`src/hw/rtl/nss_pkg.sv`:
```
package nss_pkg;

  // Width of the request and result fields
  localparam int FIELD_BITS = 25;
  // Room for a product of one more factor of seven above the best size
  localparam int PROD_BITS = FIELD_BITS + 3;
  localparam int VALUE_BITS_DEFAULT = 24;

  // Datapath command codes
  localparam int CMD_BITS = 4;
  localparam logic [CMD_BITS-1:0] CMD_IDLE   = 4'd0;
  localparam logic [CMD_BITS-1:0] CMD_LOAD   = 4'd1;
  localparam logic [CMD_BITS-1:0] CMD_INIT   = 4'd2;
  localparam logic [CMD_BITS-1:0] CMD_ENTER5 = 4'd3;
  localparam logic [CMD_BITS-1:0] CMD_NEXT7  = 4'd4;
  localparam logic [CMD_BITS-1:0] CMD_ENTER3 = 4'd5;
  localparam logic [CMD_BITS-1:0] CMD_NEXT5  = 4'd6;
  localparam logic [CMD_BITS-1:0] CMD_TRY    = 4'd7;
  localparam logic [CMD_BITS-1:0] CMD_KEEP   = 4'd8;
  localparam logic [CMD_BITS-1:0] CMD_FINISH = 4'd9;

  typedef struct packed {
    logic [CMD_BITS-1:0] op;
  } nss_cmd_t;

  typedef struct packed {
    logic p7_below;
    logic p5_below;
    logic p3_below;
  } nss_status_t;

endpackage

```
`src/hw/rtl/next_smooth_size_finder.sv`:
```
// Next smooth size finder: returns the smallest 2^a*3^b*5^c*7^d not below a
// requested length, for picking mixed-radix FFT sizes.
//
// Request channel: drive least_value and raise start; the request transfers at
// the rising edge where start is high and busy is low. Requests of zero are
// taken as one; requests above 2^min(VALUE_BITS,24) are clamped to that value.
//
// Result channel: smooth_value is valid for exactly one cycle while done is
// high; the receiver cannot stall it and must take it in that cycle.
//
// Search: the sequencer loops over powers of seven, over powers of five and over odd
// products below the best size so far. Each candidate product is scaled in the
// TRY step and compared against the best size in the KEEP step that follows it.
// busy falls as done rises, so the next request may transfer in the done cycle.
//
// Reset (rst, synchronous, active high) returns the controller to idle and
// drops any search in progress; no result is issued for it.
module next_smooth_size_finder
  import nss_pkg::*;
#(
  parameter int VALUE_BITS = VALUE_BITS_DEFAULT
) (
  input  logic                  clk,
  input  logic                  rst,
  input  logic                  start,
  input  logic [FIELD_BITS-1:0] least_value,
  output logic                  busy,
  output logic                  done,
  output logic [FIELD_BITS-1:0] smooth_value
);

  nss_cmd_t    cmd;
  nss_status_t status;

  nss_ctrl u_ctrl (
    .clk    (clk),
    .rst    (rst),
    .start  (start),
    .status (status),
    .cmd    (cmd),
    .busy   (busy),
    .done   (done)
  );

  nss_datapath #(
    .VALUE_BITS (VALUE_BITS)
  ) u_datapath (
    .clk          (clk),
    .least_value  (least_value),
    .cmd          (cmd),
    .status       (status),
    .smooth_value (smooth_value)
  );

endmodule

```
`src/hw/rtl/nss_datapath.sv`:
```
module nss_datapath
  import nss_pkg::*;
#(
  parameter int VALUE_BITS = VALUE_BITS_DEFAULT
) (
  input  logic                  clk,
  input  logic [FIELD_BITS-1:0] least_value,
  input  nss_cmd_t              cmd,
  output nss_status_t           status,
  output logic [FIELD_BITS-1:0] smooth_value
);

  // Ceiling: lesser of 2^VALUE_BITS and the largest power of two the field holds
  localparam int CEIL_EXP = (VALUE_BITS < FIELD_BITS - 1) ? VALUE_BITS : FIELD_BITS - 1;
  localparam logic [FIELD_BITS-1:0] CEILING = FIELD_BITS'(1) << CEIL_EXP;
  localparam int WIDE_BITS = 2 * FIELD_BITS;

  logic [FIELD_BITS-1:0] target;
  logic [FIELD_BITS-1:0] best;
  logic [FIELD_BITS-1:0] cand;
  logic [PROD_BITS-1:0]  p7;
  logic [PROD_BITS-1:0]  p5;
  logic [PROD_BITS-1:0]  p3;
  logic [FIELD_BITS-1:0] req_clean;
  logic [FIELD_BITS-1:0] p3_scaled;
  logic [FIELD_BITS-1:0] one_scaled;

  // Scale x by the least power of two that reaches tgt; x is below 2^(FIELD_BITS-1)
  function automatic logic [FIELD_BITS-1:0] scale_up(input logic [FIELD_BITS-2:0] x,
                                                      input logic [FIELD_BITS-1:0] tgt);
    logic [WIDE_BITS-1:0] s;
    logic [FIELD_BITS-1:0] r;
    r = '1;
    for (int k = FIELD_BITS - 1; k >= 0; k--) begin
      s = WIDE_BITS'(x) << k;
      if (s >= WIDE_BITS'(tgt)) begin
        r = s[FIELD_BITS-1:0];
      end
    end
    return r;
  endfunction

  // Clamp the request into one to the ceiling
  always_comb begin
    req_clean = least_value;
    if (least_value == '0) begin
      req_clean = FIELD_BITS'(1);
    end else if (least_value > CEILING) begin
      req_clean = CEILING;
    end
  end

  assign p3_scaled  = scale_up(p3[FIELD_BITS-2:0], target);
  assign one_scaled = scale_up((FIELD_BITS-1)'(1), target);

  assign status.p7_below = p7 < PROD_BITS'(best);
  assign status.p5_below = p5 < PROD_BITS'(best);
  assign status.p3_below = p3 < PROD_BITS'(best);

  // Execute one command per cycle
  always_ff @(posedge clk) begin
    unique case (cmd.op)
      CMD_IDLE: begin
      end
      CMD_LOAD: begin
        target <= req_clean;
      end
      CMD_INIT: begin
        best <= one_scaled;
        p7   <= PROD_BITS'(1);
      end
      CMD_ENTER5: begin
        p5 <= p7;
      end
      CMD_NEXT7: begin
        p7 <= p7 * PROD_BITS'(7);
      end
      CMD_ENTER3: begin
        p3 <= p5;
      end
      CMD_NEXT5: begin
        p5 <= p5 * PROD_BITS'(5);
      end
      CMD_TRY: begin
        cand <= p3_scaled;
        p3   <= p3 * PROD_BITS'(3);
      end
      CMD_KEEP: begin
        if (cand < best) begin
          best <= cand;
        end
      end
      CMD_FINISH: begin
        smooth_value <= best;
      end
      default: begin
      end
    endcase
  end

endmodule

```
`src/hw/rtl/nss_ctrl.sv`:
```
module nss_ctrl
  import nss_pkg::*;
(
  input  logic        clk,
  input  logic        rst,
  input  logic        start,
  input  nss_status_t status,
  output nss_cmd_t    cmd,
  output logic        busy,
  output logic        done
);

  localparam logic [2:0] S_IDLE  = 3'd0;
  localparam logic [2:0] S_INIT  = 3'd1;
  localparam logic [2:0] S_LOOP7 = 3'd2;
  localparam logic [2:0] S_LOOP5 = 3'd3;
  localparam logic [2:0] S_LOOP3 = 3'd4;
  localparam logic [2:0] S_UPD   = 3'd5;

  logic [2:0] state;
  logic [2:0] state_next;
  logic       done_next;

  assign busy = state != S_IDLE;

  // Walk powers of seven, then five, then three, trying each product
  always_comb begin
    state_next = state;
    done_next  = 1'b0;
    cmd.op     = CMD_IDLE;
    unique case (state)
      S_IDLE: begin
        if (start) begin
          cmd.op     = CMD_LOAD;
          state_next = S_INIT;
        end
      end
      S_INIT: begin
        cmd.op     = CMD_INIT;
        state_next = S_LOOP7;
      end
      S_LOOP7: begin
        if (status.p7_below) begin
          cmd.op     = CMD_ENTER5;
          state_next = S_LOOP5;
        end else begin
          cmd.op     = CMD_FINISH;
          done_next  = 1'b1;
          state_next = S_IDLE;
        end
      end
      S_LOOP5: begin
        if (status.p5_below) begin
          cmd.op     = CMD_ENTER3;
          state_next = S_LOOP3;
        end else begin
          cmd.op     = CMD_NEXT7;
          state_next = S_LOOP7;
        end
      end
      S_LOOP3: begin
        if (status.p3_below) begin
          cmd.op     = CMD_TRY;
          state_next = S_UPD;
        end else begin
          cmd.op     = CMD_NEXT5;
          state_next = S_LOOP5;
        end
      end
      S_UPD: begin
        cmd.op     = CMD_KEEP;
        state_next = S_LOOP3;
      end
      default: begin
        state_next = S_IDLE;
      end
    endcase
  end

  always_ff @(posedge clk) begin
    if (rst) begin
      state <= S_IDLE;
      done  <= 1'b0;
    end else begin
      state <= state_next;
      done  <= done_next;
    end
  end

  // Result strobe only follows the final loop test
  a_done_after_loop7: assert property (@(posedge clk) disable iff (rst)
    done |-> $past(state) == S_LOOP7 && !$past(status.p7_below))
    else $error("done without finishing the search");

  a_done_idle: assert property (@(posedge clk) disable iff (rst)
    done |-> !busy)
    else $error("done while still busy");

  a_start_busy: assert property (@(posedge clk) disable iff (rst)
    start && !busy |=> busy && !done)
    else $error("accepted request did not start the search");

  a_try_then_keep: assert property (@(posedge clk) disable iff (rst)
    cmd.op == CMD_TRY |=> cmd.op == CMD_KEEP)
    else $error("trial candidate not compared");

endmodule
```
`config.mk`:
```
export PLATFORM = sky130hd
export DESIGN_NAME = next_smooth_size_finder
export DESIGN_NICKNAME = d
export VERILOG_FILES = /design/src/hw/rtl/nss_pkg.sv /design/src/hw/rtl/next_smooth_size_finder.sv /design/src/hw/rtl/nss_datapath.sv /design/src/hw/rtl/nss_ctrl.sv
export SDC_FILE = /design/constraint.sdc
export NUM_CORES = 1
export LEC_CHECK = 0
export ABC_CLOCK_PERIOD_IN_PS = 6000
export BUFFER_PORTS_ARGS = -buffer_cell sky130_fd_sc_hd__buf_2
export CAP_MARGIN = 20
export CORE_MARGIN = 5
export CORE_UTILIZATION = 40
export CTS_CLUSTER_DIAMETER = 50
export DETAILED_ROUTE_END_ITERATION = 8
export GPL_ROUTABILITY_DRIVEN = 0
export HOLD_SLACK_MARGIN = 0.1
export PLACE_DENSITY = 0.66
export SETUP_SLACK_MARGIN = 0.02
export SYNTH_ARGS = -nofsm -noshare
export SYNTH_HDL_FRONTEND = slang
export SYNTH_SLANG_ARGS = --single-unit
```
`constraint.sdc`:
```
create_clock -name clk -period 6 [get_ports clk]
set_input_delay 0.6 -clock clk [delete_from_list [all_inputs] [get_ports clk]]
set_output_delay 0.6 -clock clk [all_outputs]
set_load 0.05 [all_outputs]
```
==> metrics <==
run status=finished, violations left; failing checks=DRC; Non-Filler Instances=about 3,800; Detailed Route WL=93.3 mm; CTS Buffer Depth=2; Synth Area per Inst=8.78 um^2; RSZ-0062 raised after global routing=false; Worst-Margin Slew=1120 ps; clock share of power=0.314; Synthesized Nets=approximately 3,500; Fill cells=a little over 6,000; Gate power share=0.308; normalized max-slew margin=0.254; Initial DRC Count=around 3,200; PnR Total Power=4160 uW; worst skew pair latency=500 ps; Critical Path Sink Type=flip-flop; max_cap viols=0; pwr/cell area=151 nW/um^2; Initial Util=0.402; largest net degree at the start of global routing=51; die area=around 68,000 um^2; Worst path max stage delay=910 ps; grt ovf=0; fraction of registers with async set/reset=0; Switch Pwr=between 1500 and 2000 uW; synth warn=0; CTS buffer count=17; Setup WS post-layout=893 ps; EDFF count, synth=181; cell-by-cell trace of the critical path=inv_1 > ha_1 > nand4_1 > a211oi_1 > nor4_1 > a31oi_2 > nor2_1 > o21ai_0 > a311oi_1 > o311a_1 > o31ai_1 > o311ai_1; hpwl dp=69.8 mm; Netlist Area Pre-Place=25,200 um^2; setup TNS=0 ps; wire per inst=approximately 25 um; first-pass GRT wire length=141 mm; Worst VDD drop=about 0.00013 V; Internal=2630 uW; Final ANT Viol Nets=0; Layout Skew=around 28 ps; DR pass1 iterations=9; Clk pin slew, worst setup/hold paths=80 ps; Worst setup SP type=flip-flop; max-slew violations=0; Period minus WS final=5110 ps; most common cell after layout, fill and taps aside=ha_1; ant diodes=0; Cell variety after synth=just under 100; Die Wd=between 200 and 300 um; Layout area overhead=8.66%; Hold Fails Final Rpt=0; DR DRC count=20; total track usage=0.267; Peak Freq=slightly below 200 MHz; post-synthesis sequential area ratio=0.218; CP max FO=20; via count=roughly 25,000; initial antenna violation count=1; clk sinks=185; Sw Share=0.368; CTS tree=done; Syn Inst Count=2,874; layout cells sized above 1=0.0877; # setup viols final=0; cts hold-fix bufs=0; DIE HEIGHT=261 um; postcts setup bufs=0; Reg power frac=0.378; # nets final=approximately 3,500; Core Area=62,900 um^2; CP max-delay cell=a31oi_2; P_leak=0.0113 uW; dpl cells=3,746; H-tree levels=4; Critical Path RT=6180 ps; Worst Hold Class=in -> reg; most frequent cells in the layout=522 x ha_1, 205 x nor2_1, 200 x a21oi_1; post-cts sizing count=0; Buffers on Ports=54; pre-CTS setup slack=between 1000 and 1500 ps; Core Rows=92; number of global-route vias before repair=23,300; DR vias/cell=~6.5; Final Cycle Share=0.851; Clock Root Buffer=clkbuf_16; Ports=55; Top FF cell, synth=edfxtp_1; CP arrival=5290 ps; Worst Path Class, Setup=reg -> reg; FF+latch count, synth=185
logic make-up (layout without fill, tap and decap cells):
family                   after synthesis  after routing  synth area share
AO/OA/AOI/OAI                        933            933             0.250
XOR/XNOR                              68             68            0.0236
adder cells (fa/ha/maj)              551            551             0.281
buffers and inverters                231            289            0.0368
flip-flops                           185            185             0.218
multiplexers                          31             31            0.0137
AND/OR/NAND/NOR                      875            875             0.176
cell usage after synthesis, types with 11 or more instances:
master,instances,share of area
a21boi_0,11,0.0033
nand3_1,88,0.017
a211oi_1,60,0.018
xor2_1,29,0.010
inv_1,110,0.016
a31oi_1,43,0.011
ha_1,522,0.26
nand2_1,197,0.029
or4_1,12,0.0036
and2_1,35,0.0087
a21oi_1,201,0.040
o22ai_1,19,0.0047
a2111oi_0,11,0.0038
or2_2,12,0.0030
nor4_1,35,0.0087
a21o_1,91,0.027
o31ai_1,19,0.0057
o21ai_0,187,0.037
xnor2_1,39,0.014
and4_1,12,0.0042
nor2b_1,30,0.0074
nand2b_1,20,0.0050
o221ai_1,39,0.014
or3_1,21,0.0052
nor2_1,207,0.031
a211o_1,15,0.0052
o21a_1,39,0.012
a221oi_1,15,0.0052
mux2_2,28,0.012
clkbuf_1,95,0.014
and3_1,21,0.0052
fa_1,28,0.022
nand4_1,64,0.016
o211ai_1,46,0.014
nor3_1,74,0.015
edfxtp_1,181,0.22
o311ai_0,11,0.0038
registers in the layout, indices dropped and copies added, names as in the netlist, 3 cells and up:
signal                   count
u_datapath.p3               27
u_datapath.target           25
u_datapath.best             25
u_datapath.cand             25
u_datapath.p7               27
u_datapath.p5               27
u_ctrl.state                 3
u_datapath.smooth_value     25
path summary, 6_finish.rpt:
check,from,end,slack [ps],cells past startpoint
worst max-delay path,u_datapath.p3[22],u_datapath.cand[23],890,12
worst min register to register,u_datapath.best[20],u_datapath.smooth_value[20],460,0
worst min-delay path,rst,u_ctrl.done,390,2
worst max register to register,u_datapath.p3[22],u_datapath.cand[23],890,12
layout make-up:
type | instances | area (um^2) | area share
inverters | 115 | 432 | 0.0157
repair buffers | 142 | 956 | 0.0348
multi-input cells | 2458 | 18800 | 0.687
clock buffers | 17 | 425 | 0.0155
well taps | 846 | 1060 | 0.0386
clock inverters | 15 | 200 | 0.00730
flip-flops and latches | 185 | 5520 | 0.201
metal layers:
layer  global-route usage  part of all wire  vias to the layer above
li1                     -                 -                    11300
met1                0.359              0.41                    11500
met3               0.0653              0.11                      391
met5                    0           0.00014                        -
met2                0.401              0.42                     1421
met4                0.133             0.061                        2
critical path: cells and delay by family, from the launching register on:
family	cells	cell delay, ps
compound gates	7	2630
fa+ha+maj	1	380
buf+inv	1	370
flops	1	400
simple gates	3	1000
stage by stage:
| step | cell area (um^2) | util | hold WS [ps] |
|---|---|---|---|
| final | 27400 | 0.436 | 390 |
| after global routing | 27400 | 0.436 | 363 |
| after CTS | 27400 | 0.436 | 367 |
| after detailed placement | 26800 | 0.427 | 442 |
| after global placement | 26800 | 0.427 | 434 |
| after floorplan | 25200 | - | 426 |
power groups by stage:
stage	sequential [uW]	clock, uW	combinational [uW]
3_3_place_gp	1600	0	1230
2_1_floorplan	1580	0	894
3_5_place_dp	1600	0	1240
5_1_grt	1580	1380	1430
4_1_cts	1570	1320	1260
6_report	1570	1310	1280
Power figures use the tool's default switching activity.
